## config.mk

```make
export PLATFORM = sky130hd
export DESIGN_NAME = infix_to_postfix_converter_flat
export DESIGN_NICKNAME = d
export VERILOG_FILES = /design/src/hw/rtl/i2p_pkg.sv /design/src/hw/rtl/i2p_req_if.sv /design/src/hw/rtl/i2p_rsp_if.sv /design/src/hw/rtl/i2p_ram.sv /design/src/hw/rtl/i2p_decode.sv /design/src/hw/rtl/i2p_stack.sv /design/src/hw/rtl/infix_to_postfix_converter.sv /design/src/flat_wrapper.sv
export SDC_FILE = /design/constraint.sdc
export NUM_CORES = 1
export LEC_CHECK = 0
export ABC_AREA = 1
export BUFFER_PORTS_ARGS = -buffer_cell sky130_fd_sc_hd__buf_2
export CAP_MARGIN = 5
export CORE_UTILIZATION = 45
export CTS_CLUSTER_SIZE = 24
export DETAILED_ROUTE_END_ITERATION = 6
export PLACE_DENSITY = 0.6
export SLEW_MARGIN = 20
export SYNTH_ARGS = -nofsm -noshare
export SYNTH_HDL_FRONTEND = slang
export SYNTH_SLANG_ARGS = --single-unit
```

## constraint.sdc

```tcl
create_clock -name clock -period 3.5 [get_ports clock]
set_input_delay 0.525 -clock clock [delete_from_list [all_inputs] [get_ports clock]]
set_output_delay 0.525 -clock clock [all_outputs]
set_load 0.03 [all_outputs]
```

## src/hw/rtl/i2p_pkg.sv

```systemverilog
// Package for the infix to postfix converter: character constants, operator codes,
// priority and character tables, decode, stack control and state types.
// No dependencies.
`timescale 1ns / 1ps
`default_nettype none

package i2p_pkg;

   // ASCII characters that steer the conversion
   localparam logic [7:0] CH_PLUS   = 8'h2B;
   localparam logic [7:0] CH_MINUS  = 8'h2D;
   localparam logic [7:0] CH_STAR   = 8'h2A;
   localparam logic [7:0] CH_SLASH  = 8'h2F;
   localparam logic [7:0] CH_CARET  = 8'h5E;
   localparam logic [7:0] CH_LPAREN = 8'h28;
   localparam logic [7:0] CH_RPAREN = 8'h29;
   localparam logic [7:0] CH_SPACE  = 8'h20;
   localparam logic [7:0] CH_NUL    = 8'h00;

   typedef logic [2:0] op_code_type;

   localparam op_code_type CODE_ADD    = 3'd0;
   localparam op_code_type CODE_SUB    = 3'd1;
   localparam op_code_type CODE_MUL    = 3'd2;
   localparam op_code_type CODE_DIV    = 3'd3;
   localparam op_code_type CODE_POW    = 3'd4;
   localparam op_code_type CODE_LPAREN = 3'd5;

   typedef logic [1:0] prio_type;

   typedef enum logic [2:0] {
      KIND_NONE,
      KIND_OPERAND,
      KIND_OPERATOR,
      KIND_LPAREN,
      KIND_RPAREN,
      KIND_END
   } kind_type;

   typedef struct packed {
      kind_type    kind;
      op_code_type code;
   } decode_type;

   typedef struct packed {
      logic        push;
      logic        pop;
      op_code_type code;
   } stack_cmd_type;

   typedef struct packed {
      logic        empty;
      logic        full;
      op_code_type top;
   } stack_stat_type;

   typedef enum logic [1:0] {
      ST_IDLE,
      ST_POP_OP,
      ST_POP_PAREN,
      ST_FLUSH
   } state_type;

   function automatic prio_type code_prio(input op_code_type code);
      prio_type p;
      unique case (code)
         CODE_ADD, CODE_SUB: p = 2'd1;
         CODE_MUL, CODE_DIV: p = 2'd2;
         CODE_POW:           p = 2'd3;
         default:            p = 2'd0;
      endcase
      return p;
   endfunction

   function automatic logic [7:0] code_char(input op_code_type code);
      logic [7:0] c;
      unique case (code)
         CODE_ADD:    c = CH_PLUS;
         CODE_SUB:    c = CH_MINUS;
         CODE_MUL:    c = CH_STAR;
         CODE_DIV:    c = CH_SLASH;
         CODE_POW:    c = CH_CARET;
         CODE_LPAREN: c = CH_LPAREN;
         default:     c = CH_NUL;
      endcase
      return c;
   endfunction

endpackage

`default_nettype wire

```

## src/hw/rtl/i2p_req_if.sv

```systemverilog
// Input channel of the infix to postfix converter: valid/ready and one character.
// No dependencies.
`timescale 1ns / 1ps
`default_nettype none

interface i2p_req_if;
   logic       valid;
   logic       ready;
   logic [7:0] in_char;
   logic       end_of_expr;

   modport source (output valid, output in_char, output end_of_expr, input ready);
   modport sink (input valid, input in_char, input end_of_expr, output ready);
endinterface

`default_nettype wire

```

## src/hw/rtl/i2p_rsp_if.sv

```systemverilog
// Result channel of the infix to postfix converter: valid/ready and one postfix character.
// No dependencies.
`timescale 1ns / 1ps
`default_nettype none

interface i2p_rsp_if;
   logic       valid;
   logic       ready;
   logic [7:0] out_char;
   logic       out_last;
   logic       overflow;

   modport source (output valid, output out_char, output out_last, output overflow,
                   input ready);
   modport sink (input valid, input out_char, input out_last, input overflow,
                 output ready);
endinterface

`default_nettype wire

```

## src/hw/rtl/i2p_ram.sv

```systemverilog
// Generic single-port-write, single-port-read RAM with a registered read.
// No dependencies.
`timescale 1ns / 1ps
`default_nettype none

module i2p_ram #(
   parameter int WIDTH = 8,
   parameter int DEPTH = 32
) (
   input  wire logic                     clock,
   input  wire logic                     wr_en,
   input  wire logic [$clog2(DEPTH)-1:0] wr_addr,
   input  wire logic [WIDTH-1:0]         wr_data,
   input  wire logic                     rd_en,
   input  wire logic [$clog2(DEPTH)-1:0] rd_addr,
   output      logic [WIDTH-1:0]         rd_data
);

   logic [WIDTH-1:0] mem_ff [DEPTH];
   logic [WIDTH-1:0] rd_data_ff;

   always_ff @(posedge clock) begin
      if (wr_en) begin
         mem_ff[wr_addr] <= wr_data;
      end
      // hold the last read word until the next read
      if (rd_en) begin
         rd_data_ff <= mem_ff[rd_addr];
      end
   end

   assign rd_data = rd_data_ff;

endmodule

`default_nettype wire

```

## src/hw/rtl/i2p_decode.sv

```systemverilog
// Character classifier: sorts an input character into operand, operator,
// parenthesis, end or ignored. Depends on i2p_pkg.
`timescale 1ns / 1ps
`default_nettype none

module i2p_decode (
   input  wire logic [7:0]  in_char,
   input  wire logic        end_of_expr,
   output i2p_pkg::decode_type dec
);
   import i2p_pkg::*;

   logic is_digit;
   logic is_upper;
   logic is_lower;

   assign is_digit = (in_char >= 8'h30) && (in_char <= 8'h39);
   assign is_upper = (in_char >= 8'h41) && (in_char <= 8'h5A);
   assign is_lower = (in_char >= 8'h61) && (in_char <= 8'h7A);

   always_comb begin
      dec.kind = KIND_NONE;
      dec.code = CODE_ADD;
      priority if (end_of_expr) begin
         dec.kind = KIND_END;
      end else if (is_digit || is_upper || is_lower) begin
         dec.kind = KIND_OPERAND;
      end else if (in_char == CH_PLUS) begin
         dec.kind = KIND_OPERATOR;
         dec.code = CODE_ADD;
      end else if (in_char == CH_MINUS) begin
         dec.kind = KIND_OPERATOR;
         dec.code = CODE_SUB;
      end else if (in_char == CH_STAR) begin
         dec.kind = KIND_OPERATOR;
         dec.code = CODE_MUL;
      end else if (in_char == CH_SLASH) begin
         dec.kind = KIND_OPERATOR;
         dec.code = CODE_DIV;
      end else if (in_char == CH_CARET) begin
         dec.kind = KIND_OPERATOR;
         dec.code = CODE_POW;
      end else if (in_char == CH_LPAREN) begin
         dec.kind = KIND_LPAREN;
         dec.code = CODE_LPAREN;
      end else if (in_char == CH_RPAREN) begin
         dec.kind = KIND_RPAREN;
      end else if (in_char == CH_SPACE) begin
         dec.kind = KIND_NONE;
      end else begin
         dec.kind = KIND_NONE;
      end
   end

endmodule

`default_nettype wire

```

## src/hw/rtl/i2p_stack.sv

```systemverilog
// Operator stack: entries in a RAM, count and cached top in registers; the top
// after a pop comes straight from the RAM read port. Depends on i2p_pkg, i2p_ram.
`timescale 1ns / 1ps
`default_nettype none

module i2p_stack #(
   parameter int DEPTH = 32
) (
   input  wire logic                   clock,
   input  wire logic                   reset,
   input  wire i2p_pkg::stack_cmd_type cmd,
   output      i2p_pkg::stack_stat_type stat
);
   import i2p_pkg::*;

   localparam int AW = $clog2(DEPTH);
   localparam int CW = $clog2(DEPTH + 1);

   logic [CW-1:0] count_ff, count_in;
   op_code_type   top_ff, top_in;
   logic          top_sel_ff, top_sel_in;
   logic [CW-1:0] below_idx;
   op_code_type   rd_data;
   logic          wr_en;
   logic          full;
   logic          empty;

   assign full      = (count_ff == CW'(DEPTH));
   assign empty     = (count_ff == '0);
   assign below_idx = count_ff - CW'(2);
   assign wr_en     = cmd.push && !full;

   i2p_ram #(
      .WIDTH ($bits(op_code_type)),
      .DEPTH (DEPTH)
   ) u_ram (
      .clock   (clock),
      .wr_en   (wr_en),
      .wr_addr (count_ff[AW-1:0]),
      .wr_data (cmd.code),
      .rd_en   (cmd.pop),
      .rd_addr (below_idx[AW-1:0]),
      .rd_data (rd_data)
   );

   always_comb begin
      count_in   = count_ff;
      top_in     = top_ff;
      top_sel_in = top_sel_ff;
      if (wr_en) begin
         count_in   = count_ff + CW'(1);
         top_in     = cmd.code;
         top_sel_in = 1'b0;
      end else if (cmd.pop && !empty) begin
         // the entry below arrives on the read port next cycle
         count_in   = count_ff - CW'(1);
         top_sel_in = 1'b1;
      end
   end

   always_ff @(posedge clock) begin
      if (reset) begin
         count_ff   <= '0;
         top_sel_ff <= 1'b0;
      end else begin
         count_ff   <= count_in;
         top_sel_ff <= top_sel_in;
      end
      top_ff <= top_in;
   end

   assign stat.empty = empty;
   assign stat.full  = full;
   assign stat.top   = top_sel_ff ? rd_data : top_ff;

endmodule

`default_nettype wire

```

## src/hw/rtl/infix_to_postfix_converter.sv

```systemverilog
// Infix to postfix converter (shunting yard), top level.
// Depends on i2p_pkg, i2p_req_if, i2p_rsp_if, i2p_decode, i2p_stack.
//
// Usage: one ASCII character per transfer on req_ch; end_of_expr closes the
// expression. Postfix characters leave on rsp_ch; the expression ends with a
// zero character marked out_last. overflow is sticky and reports a push that
// was dropped on a full stack; only reset clears it.
// Sequence: an operand is accepted and its result is offered in the next
// cycle. '(' is pushed as it is accepted. An operator, ')' or end is accepted,
// then each popped operator is emitted in turn, and finally the operator is
// pushed, the '(' discarded or the terminator emitted. Pops are paced by the
// single RAM read port that supplies the next top of stack. A new character
// is taken only when the previous one has finished and the output register is
// free or being drained, so a stalled receiver holds the converter.
// Reset: synchronous; empties the stack and the output register and clears
// overflow. The stack RAM needs no clearing pass.
`timescale 1ns / 1ps
`default_nettype none

module infix_to_postfix_converter #(
   parameter int STACK_DEPTH = 32
) (
   input wire logic clock,
   input wire logic reset,
   i2p_req_if.sink  req_ch,
   i2p_rsp_if.source rsp_ch
);
   import i2p_pkg::*;

   state_type      state_ff, state_in;
   op_code_type    op_ff, op_in;
   logic           overflow_ff, overflow_in;
   logic           out_valid_ff;
   logic [7:0]     out_char_ff;
   logic           out_last_ff;
   logic           out_ovf_ff;

   decode_type     dec;
   stack_cmd_type  cmd;
   stack_stat_type stat;

   logic           out_free;
   logic           accept;
   logic           load;
   logic [7:0]     load_char;
   logic           load_last;
   logic           op_pops;
   logic           paren_pops;

   i2p_decode u_decode (
      .in_char     (req_ch.in_char),
      .end_of_expr (req_ch.end_of_expr),
      .dec         (dec)
   );

   i2p_stack #(
      .DEPTH (STACK_DEPTH)
   ) u_stack (
      .clock (clock),
      .reset (reset),
      .cmd   (cmd),
      .stat  (stat)
   );

   assign out_free   = !out_valid_ff || rsp_ch.ready;
   assign accept     = req_ch.valid && req_ch.ready;
   assign op_pops    = !stat.empty && (code_prio(op_ff) <= code_prio(stat.top));
   assign paren_pops = !stat.empty && (stat.top != CODE_LPAREN);

   // next state
   always_comb begin
      state_in = state_ff;
      unique case (state_ff)
         ST_IDLE: begin
            if (accept) begin
               unique case (dec.kind)
                  KIND_OPERATOR: state_in = ST_POP_OP;
                  KIND_RPAREN:   state_in = ST_POP_PAREN;
                  KIND_END:      state_in = ST_FLUSH;
                  default:       state_in = ST_IDLE;
               endcase
            end
         end
         ST_POP_OP: begin
            if (!op_pops) begin
               state_in = ST_IDLE;
            end
         end
         ST_POP_PAREN: begin
            if (!paren_pops) begin
               state_in = ST_IDLE;
            end
         end
         ST_FLUSH: begin
            if (stat.empty && out_free) begin
               state_in = ST_IDLE;
            end
         end
         default: state_in = ST_IDLE;
      endcase
   end

   // outputs and stack commands
   always_comb begin
      req_ch.ready = 1'b0;
      cmd.push     = 1'b0;
      cmd.pop      = 1'b0;
      cmd.code     = op_ff;
      op_in        = op_ff;
      overflow_in  = overflow_ff;
      load         = 1'b0;
      load_char    = code_char(stat.top);
      load_last    = 1'b0;
      unique case (state_ff)
         ST_IDLE: begin
            req_ch.ready = out_free;
            if (accept) begin
               unique case (dec.kind)
                  KIND_OPERAND: begin
                     load      = 1'b1;
                     load_char = req_ch.in_char;
                  end
                  KIND_LPAREN: begin
                     cmd.push    = 1'b1;
                     cmd.code    = CODE_LPAREN;
                     overflow_in = overflow_ff || stat.full;
                  end
                  KIND_OPERATOR: begin
                     op_in = dec.code;
                  end
                  default: begin
                  end
               endcase
            end
         end
         ST_POP_OP: begin
            if (op_pops) begin
               if (out_free) begin
                  load    = 1'b1;
                  cmd.pop = 1'b1;
               end
            end else begin
               cmd.push    = 1'b1;
               overflow_in = overflow_ff || stat.full;
            end
         end
         ST_POP_PAREN: begin
            if (paren_pops) begin
               if (out_free) begin
                  load    = 1'b1;
                  cmd.pop = 1'b1;
               end
            end else if (!stat.empty) begin
               // drop the matching '('
               cmd.pop = 1'b1;
            end
         end
         ST_FLUSH: begin
            if (out_free) begin
               load = 1'b1;
               if (stat.empty) begin
                  load_char = CH_NUL;
                  load_last = 1'b1;
               end else begin
                  cmd.pop = 1'b1;
               end
            end
         end
         default: begin
         end
      endcase
   end

   always_ff @(posedge clock) begin
      if (reset) begin
         state_ff     <= ST_IDLE;
         overflow_ff  <= 1'b0;
         out_valid_ff <= 1'b0;
      end else begin
         state_ff    <= state_in;
         overflow_ff <= overflow_in;
         if (load) begin
            out_valid_ff <= 1'b1;
         end else if (rsp_ch.ready) begin
            out_valid_ff <= 1'b0;
         end
      end
      op_ff <= op_in;
      if (load) begin
         out_char_ff <= load_char;
         out_last_ff <= load_last;
         out_ovf_ff  <= overflow_ff;
      end
   end

   assign rsp_ch.valid    = out_valid_ff;
   assign rsp_ch.out_char = out_char_ff;
   assign rsp_ch.out_last = out_last_ff;
   assign rsp_ch.overflow = out_ovf_ff;

   // overflow never clears outside reset
   a_ovf_sticky: assert property (@(posedge clock) disable iff (reset)
      overflow_ff |=> overflow_ff)
      else $error("overflow flag cleared without reset");

   // the stack never pushes and pops in the same cycle
   a_cmd_excl: assert property (@(posedge clock) disable iff (reset)
      !(cmd.push && cmd.pop))
      else $error("stack push and pop together");

   // the terminator is produced only once the stack is drained
   a_term_empty: assert property (@(posedge clock) disable iff (reset)
      (load && load_last) |-> (stat.empty && load_char == CH_NUL))
      else $error("terminator with a non-empty stack");

   // a transfer in is taken only with a free output register
   a_accept_free: assert property (@(posedge clock) disable iff (reset)
      accept |-> (state_ff == ST_IDLE && out_free))
      else $error("character taken while busy");

endmodule

`default_nettype wire

```

## src/flat_wrapper.sv

```systemverilog
// flat-port wrapper written by rule: the top's interface ports become plain ports
module infix_to_postfix_converter_flat import i2p_pkg::*;
#(
   parameter int STACK_DEPTH = 32
)
  (clock, reset, req_ch_valid, req_ch_in_char, req_ch_end_of_expr, req_ch_ready, rsp_ch_valid, rsp_ch_out_char, rsp_ch_out_last, rsp_ch_overflow, rsp_ch_ready);
  i2p_req_if req_ch_i ();
  i2p_rsp_if rsp_ch_i ();
  input wire logic clock;
  input wire logic reset;
  input wire logic [$bits(req_ch_i.valid)-1:0] req_ch_valid;
  input wire logic [$bits(req_ch_i.in_char)-1:0] req_ch_in_char;
  input wire logic [$bits(req_ch_i.end_of_expr)-1:0] req_ch_end_of_expr;
  output wire logic [$bits(req_ch_i.ready)-1:0] req_ch_ready;
  output wire logic [$bits(rsp_ch_i.valid)-1:0] rsp_ch_valid;
  output wire logic [$bits(rsp_ch_i.out_char)-1:0] rsp_ch_out_char;
  output wire logic [$bits(rsp_ch_i.out_last)-1:0] rsp_ch_out_last;
  output wire logic [$bits(rsp_ch_i.overflow)-1:0] rsp_ch_overflow;
  input wire logic [$bits(rsp_ch_i.ready)-1:0] rsp_ch_ready;
  assign req_ch_i.valid = req_ch_valid;
  assign req_ch_i.in_char = req_ch_in_char;
  assign req_ch_i.end_of_expr = req_ch_end_of_expr;
  assign req_ch_ready = req_ch_i.ready;
  assign rsp_ch_valid = rsp_ch_i.valid;
  assign rsp_ch_out_char = rsp_ch_i.out_char;
  assign rsp_ch_out_last = rsp_ch_i.out_last;
  assign rsp_ch_overflow = rsp_ch_i.overflow;
  assign rsp_ch_i.ready = rsp_ch_ready;
  infix_to_postfix_converter #(.STACK_DEPTH(STACK_DEPTH)) u_core (.clock(clock), .reset(reset), .req_ch(req_ch_i), .rsp_ch(rsp_ch_i));
endmodule
```

==> reports/qor.yml, run 1 <==
crit_arrival_ns: 3.23
synthXorXnorAreaFrac: 0.00744
synthMuxAreaShare: 0
gp_congestion: 0.861
ioPinCount: 25
grt_overflow_total: 0
synth_top_family_by_area: "simple AND/OR/NAND/NOR gates"
fin_crit_sh: 0.895
post-place-ws_ns: 0.203
drt_iter0_drc: 341
dp_hpwl_um: 8870
area_growth_pct: 16.1
critPathRequiredTime_ns: 3.59
synth_area_leaders: "edfxtp_1, nand2_1, nor2_1"
max_freq_ghz: 0.319
total_leakage_power_uw: 0.00267
worstMarginPinSlew_ns: 0.629
initial_core_util: 0.465
cts.sinks: 126
irDropWorstVdd_mv: 0.285
fp.dieH_um: 116
ys.flop_type: "edfxtp_1"
nets: 659
grt_pass1_vias: 4138
startpoint_type: "flip-flop"
critical_path.endpoint_type: "flip-flop"
grt_max_degree: 34
grt_usage: 0.214
fin_ws_ns: 0.366
yosysWarnings: 0
maxSlewViolCount: 0
status: "completed"
synth_cell_types: 32
grt_pass1_wl_um: 21300
cts_buffers: 17
synth_edf_count: 115
core_um2: 12700
post-route-min-period_ns: 3.13
clock_path_buffers: 2
yosysTopAreaCellShare: 0.587
numPortBuffers: 24
yosys.area.top_type: "edfxtp_1"
dp.cells: 784
synth_seq_cells: 126
synthArstFlopShare: 0
routedWlPerCell_um: 16.2
syn_inst: 594
drt_wl_total_um: 13200
synth_compound_area_frac: 0.0519
powerDensity_nw_per_um2: 860
viasPerCell: 5.25
instances_no_fill: 818
vias: 4293
yosys.area_share.simple: 0.243
setup-violations-final: 0
path_clk_slew_ns: 0.05
hold_class: "input pin to flip-flop"
antenna_found_initial: 0
yosysSeqAreaShare: 0.624
synth_area_um2: 5890
synthesis.nets: 619
rows: 41
clk_latency_ns: 0.42
synthAdderAreaFrac: 0.0268
cap_violations: 0
diodes: 0
skew_ns: 0.00980
grt_setup_unrepaired: "false"
cp_max_fo: 8
finalHoldViolCount: 0
htree_levels: 4
post-route-drc-count: 0
tns_ns: 0
firstDrtPassIters: 5
crit_type: "flip-flop to flip-flop"
synth_common_cells: "nand2_1, edfxtp_1, nor2_1, inv_1, nand3_1"
drive_gt1_frac: 0.128
cts_tree: "yes"
dieWidth_um: 116
detail-route-antenna-nets: 0
die_area_um2: 13500
slew_headroom: 0.578
root_buffer: "clkbuf_16"
synth_most_common_cell: "nand2_1"
syn_avg_cell_area_um2: 9.91
sequential cells by signal (all words and copies together), names as in the netlist:
| signal | flops |
|---|---|
| u_core.u_stack.u_ram.mem_ff | 96 |
| u_core.rsp_ch.out_char | 8 |
| u_core.u_stack.count_ff | 6 |
| u_core.op_ff | 3 |
| u_core.u_stack.top_ff | 3 |
| u_core.u_stack.u_ram.rd_data | 3 |
| u_core.state_ff | 2 |
| u_core.overflow_ff | 1 |
| u_core.rsp_ch.out_last | 1 |
| u_core.rsp_ch.overflow | 1 |
| u_core.rsp_ch.valid | 1 |
| u_core.u_stack.top_sel_ff | 1 |
cell families after synthesis:
| family | after synthesis |
|---|---|
| flops | 126 |
| compound gates | 48 |
| other cells | 1 |
| xor+xnor | 5 |
| simple gates | 333 |
| fa+ha+maj | 12 |
| buf+inv | 69 |
final cells by class:
cell class	instances	area, µm²
Fill cell	1132	5840
Sequential cell	126	3670
Multi-Input combinational cell	399	1990
Clock buffer	18	429
Tap cell	172	215
Inverter	56	211
Timing Repair Buffer	34	195
Clock inverter	13	124
per-layer routing:
metal	share of wire	wire length, µm	GRT usage
met3	0.048	632	0.0446
met1	0.47	6170	0.286
met2	0.47	6230	0.344
met5	0	0	0
met4	0.013	178	0.0846
through the flow:
step / cell area (µm²) / power, µW / hold WS [ns] / util
after floorplan: 5890 / 3550 / 0.409 / -
after global placement: 6210 / 4130 / 0.429 / 0.490
after detailed placement: 6210 / 4160 / 0.425 / 0.490
after CTS: 6770 / 5810 / 0.327 / 0.534
after global routing: 6830 / 6280 / 0.345 / 0.539
final: 6830 / 5880 / 0.349 / 0.539
critical path, cell delays in order (launching register included):
cell	delay, ns
dfxtp_1	0.33
inv_1	0.09
nand2_1	0.05
nand2_1	0.10
inv_1	0.07
nor2_1	0.09
inv_1	0.08
nor2_2	0.12
inv_1	0.07
nand2_1	0.05
inv_1	0.04
ha_1	0.27
inv_1	0.04
o21bai_1	0.11
nand2_1	0.10
nand2_1	0.06
nand2_1	0.05
nand2_1	0.14
nand2_4	0.13
buf_4	0.18
clkinv_2	0.12
nand3_1	0.21
nor2_1	0.30
cell usage in the layout (no fill, tap or decap), drive strengths merged:
cell,netlist,final
inv,55,56
clkinvlp,0,1
nand3,33,33
o211ai,6,6
o31ai,2,2
a21o,1,1
bufinv,0,2
o21bai,1,1
edfxtp,115,115
clkbuf,5,18
nor2,85,85
ha,11,11
buf,8,34
a21oi,7,7
a22oi,9,9
o221ai,4,4
nor3,1,1
fa,1,1
clkinv,1,10
o21ai,16,16
xnor2,2,2
a31oi,2,2
dfxtp,11,11
conb,1,1
nand4,24,24
nand2,190,190
xor2,3,3
repair_timing:
| action | 4_1_cts | 5_1_grt |
|---|---|---|
| setup endpoints to repair | 0 | 2 |
| hold endpoints to repair | 0 | 0 |
| gates resized for setup | 0 | 6 |
| setup buffers | 0 | 3 |
| hold buffers | 0 | 0 |
power by group:
group / internal, µW / switching (µW)
Sequential: 1790 / 103
Clock: 1030 / 607
Combinational: 765 / 1580
final timing paths:
path,slack (ns),endpoint,cells after the start,startpoint
worst max-delay path,0.37,u_core.u_stack.u_ram.mem_ff[8][2]$_DFFE_PP_,22,u_core.u_stack.top_sel_ff$_SDFFE_PP0P_
worst min-delay path,0.35,u_core.overflow_ff$_SDFFE_PP0P_,2,reset
worst max register to register,0.37,u_core.u_stack.u_ram.mem_ff[8][2]$_DFFE_PP_,22,u_core.u_stack.top_sel_ff$_SDFFE_PP0P_
worst min register to register,0.44,u_core.rsp_ch.overflow$_DFFE_PP_,0,u_core.overflow_ff$_SDFFE_PP0P_
Power figures use the tool's default switching activity.
==> run 2, diff against run 1 <==
--- a/config.mk
+++ b/config.mk
@@ -8,10 +8,10 @@
 export ABC_AREA = 1
 export BUFFER_PORTS_ARGS = -buffer_cell sky130_fd_sc_hd__buf_2
 export CAP_MARGIN = 5
-export CORE_UTILIZATION = 45
+export CORE_UTILIZATION = 43
 export CTS_CLUSTER_SIZE = 24
 export DETAILED_ROUTE_END_ITERATION = 6
-export PLACE_DENSITY = 0.6
+export PLACE_DENSITY = 0.58
 export SLEW_MARGIN = 20
 export SYNTH_ARGS = -nofsm -noshare
 export SYNTH_HDL_FRONTEND = slang
==> run 2 against run 1 <==
- via count fell by 2.5%
- critical path type unchanged
- sequential cell count did not move
- clock-buffer cell count fell by 1
- clock power rose by 9.8%
- largest power group unchanged
- register-to-register slack improved by 0.04 ns
- fmax rose by 1.2%
- worst setup slack improved by 0.039 ns
==> reports/qor.yml, run 2 (synthesis gave the netlist of run 1 again) <==
critical_path.endpoint_type: "flip-flop"  # unchanged
cap_violations: 0  # unchanged
dieWidth_um: 119  # was 116 µm
finish.instance_area_um2: 6870  # was 6830 µm²
skew_ns: 0.00846  # was 0.00980 ns
cts_hold_repair.buffers: 0  # unchanged
fin_ws_ns: 0.405  # was 0.366 ns
grt_usage: 0.201  # was 0.214
post-route-drc-count: 0  # unchanged
drt_wl_total_um: 13200  # about the same
post-route-min-period_ns: 3.10  # was 3.13 ns
ioPinCount: 25  # unchanged
setup-violations-final: 0  # unchanged
p_int_uw: 3650  # was 3580 µW
drt_iter0_drc: 248  # was 341
numPortBuffers: 24  # unchanged
firstDrtPassIters: 5  # unchanged
clock_power_share: 0.302  # was 0.279
reg2reg_slack_ns: 0.40  # was 0.37 ns
routedWlPerCell_um: 16.1  # was 16.2 µm
clock_path_buffers: 2  # unchanged
path_clk_slew_ns: 0.06  # was 0.05 ns
irDropWorstVdd_mv: 0.392  # was 0.285 mV
worstReg2RegStart: "u_core.u_stack.top_sel_ff$_SDFFE_PP0P_"  # unchanged
antenna_found_initial: 0  # unchanged
post-place-ws_ns: 0.245  # was 0.203 ns
grt_pass1_vias: 4247  # was 4,138
rows: 42  # was 41
slowest_delay_ns: 0.34  # was 0.33 ns
diodes: 0  # unchanged
cp_slowest_cell: "dfxtp_1"  # unchanged
nets: 655  # was 659
grt_max_degree: 34  # unchanged
critPathRequiredTime_ns: 3.82  # was 3.59 ns
core_um2: 13300  # was 12,700 µm²
placed_area_um2: 6210  # about the same
grt_pass1_wl_um: 21400  # was 21,300 µm
clk_latency_ns: 0.43  # was 0.42 ns
fin_util: 0.516  # was 0.539
final_cell_mix: "nand2_1, edfxtp_1, nor2_1"  # unchanged
sw_frac_of_total: 0.388  # was 0.390
cts_tree: "yes"  # unchanged
dp_hpwl_um: 8630  # was 8870 µm
cts.sinks: 126  # unchanged
p_sw_uw: 2320  # was 2290 µW
vias: 4186  # was 4,293
status: "completed"  # unchanged
crit_arrival_ns: 3.42  # was 3.23 ns
powerDensity_nw_per_um2: 869  # was 860 nW/µm²
r2r_cells: 26  # was 22
tns_ns: 0  # unchanged
cts_buffers: 17  # unchanged
fin_crit_sh: 0.884  # was 0.895
viasPerCell: 5.11  # was 5.25
crit_buf_inv: 7  # was 8
crit_type: "flip-flop to flip-flop"  # unchanged
r2r_end: "u_core.u_stack.count_ff[5]$_SDFFE_PP0P_"  # was u_core.u_stack.u_ram.mem_ff[8][2]$_DFFE_PP_
critPathTopFamily: "simple AND/OR/NAND/NOR gates"  # unchanged
fp.dieH_um: 119  # was 116 µm
gp_congestion: 0.876  # was 0.861
slew_headroom: 0.472  # was 0.578
hold_end: "u_core.overflow_ff$_SDFFE_PP0P_"  # unchanged
die_area_um2: 14200  # was 13,500 µm²
num-fill-cells: 1170  # was 1,132
hold_depth: 2  # unchanged
grt_overflow_total: 0  # unchanged
maxSlewViolCount: 0  # unchanged
detail-route-antenna-nets: 0  # unchanged
seqPwrFrac: 0.318  # was 0.322
root_buffer: "clkbuf_16"  # unchanged
cp_max_fo: 9  # was 8
startpoint_type: "flip-flop"  # unchanged
max_freq_ghz: 0.323  # was 0.319 GHz
drive_gt1_frac: 0.132  # was 0.128
grt_setup_unrepaired: "false"  # unchanged
worstMarginPinSlew_ns: 0.791  # was 0.629 ns
finalHoldViolCount: 0  # unchanged
comb_power_share: 0.380  # was 0.400
hold_class: "input pin to flip-flop"  # unchanged
total_leakage_power_uw: 0.00267  # about the same
mostFrequentLayoutCell: "nand2_1"  # unchanged
htree_levels: 4  # unchanged
largest_register_ffs: 96  # unchanged
dp.cells: 787  # was 784
top_register: "u_core.u_stack.u_ram.mem_ff"  # unchanged
area_growth_pct: 16.6  # was 16.1%
initial_core_util: 0.443  # was 0.465
instances_no_fill: 819  # was 818
min_from: "reset"  # unchanged
run 2: layout make-up:
class	count	area [µm²]	area share
Clock buffer	17	425	0.0620
Sequential cell	126	3670	0.535
Inverter	56	211	0.0308
Timing Repair Buffer	30	165	0.0241
Tap cell	176	220	0.0321
Multi-Input combinational cell	399	1990	0.289
Clock inverter	15	184	0.0268
run 2: metrics by stage:
step / power (µW) / hold slack [ns]
after floorplan: 3550 / 0.409
after global placement: 4090 / 0.426
after detailed placement: 4120 / 0.419
after CTS: 5930 / 0.299
after global routing: 6340 / 0.334
final: 5970 / 0.310
run 2: per-layer routing:
metal / track usage / part of all wire
met5: 0 / 0
met4: 0.0815 / 0.019
met3: 0.0460 / 0.041
met2: 0.334 / 0.48
met1: 0.253 / 0.46
run 2: how the worst max path moves through the flow:
stage	startpoint	depth (start not counted)	endpoint	slack, ns
6_report	u_core.u_stack.top_sel_ff$_SDFFE_PP0P_	26	u_core.u_stack.count_ff[5]$_SDFFE_PP0P_	0.40
5_1_grt	u_core.u_stack.top_sel_ff$_SDFFE_PP0P_	25	u_core.u_stack.count_ff[5]$_SDFFE_PP0P_	0.06
4_1_cts	u_core.u_stack.top_sel_ff$_SDFFE_PP0P_	26	u_core.u_stack.count_ff[5]$_SDFFE_PP0P_	0.24
3_5_place_dp	u_core.u_stack.top_sel_ff$_SDFFE_PP0P_	26	u_core.u_stack.count_ff[5]$_SDFFE_PP0P_	0.24
3_3_place_gp	u_core.u_stack.top_sel_ff$_SDFFE_PP0P_	26	u_core.u_stack.count_ff[5]$_SDFFE_PP0P_	0.39
2_1_floorplan	u_core.u_stack.top_sel_ff$_SDFFE_PP0P_	26	u_core.u_stack.count_ff[5]$_SDFFE_PP0P_	0.56
run 2: worst register-to-register path, delay by kind of cell (launching register included):
| kind | cells | cell delay (ns) |
|---|---|---|
| buf+inv | 7 | 0.46 |
| simple gates | 14 | 1.23 |
| fa+ha+maj | 2 | 0.54 |
| compound gates | 3 | 0.45 |
| flops | 1 | 0.34 |
run 2: power by group through the flow:
stage | Clock, µW | Combinational (µW) | Sequential, µW
2_1_floorplan | 0 | 1630 | 1920
3_3_place_gp | 0 | 2170 | 1920
3_5_place_dp | 0 | 2200 | 1920
4_1_cts | 1830 | 2220 | 1890
5_1_grt | 1890 | 2540 | 1910
6_report | 1800 | 2270 | 1900
run 2: timing repair:
action	CTS	global route
buffers inserted	0	0
setup endpoints to repair	0	2
resized for setup	0	6
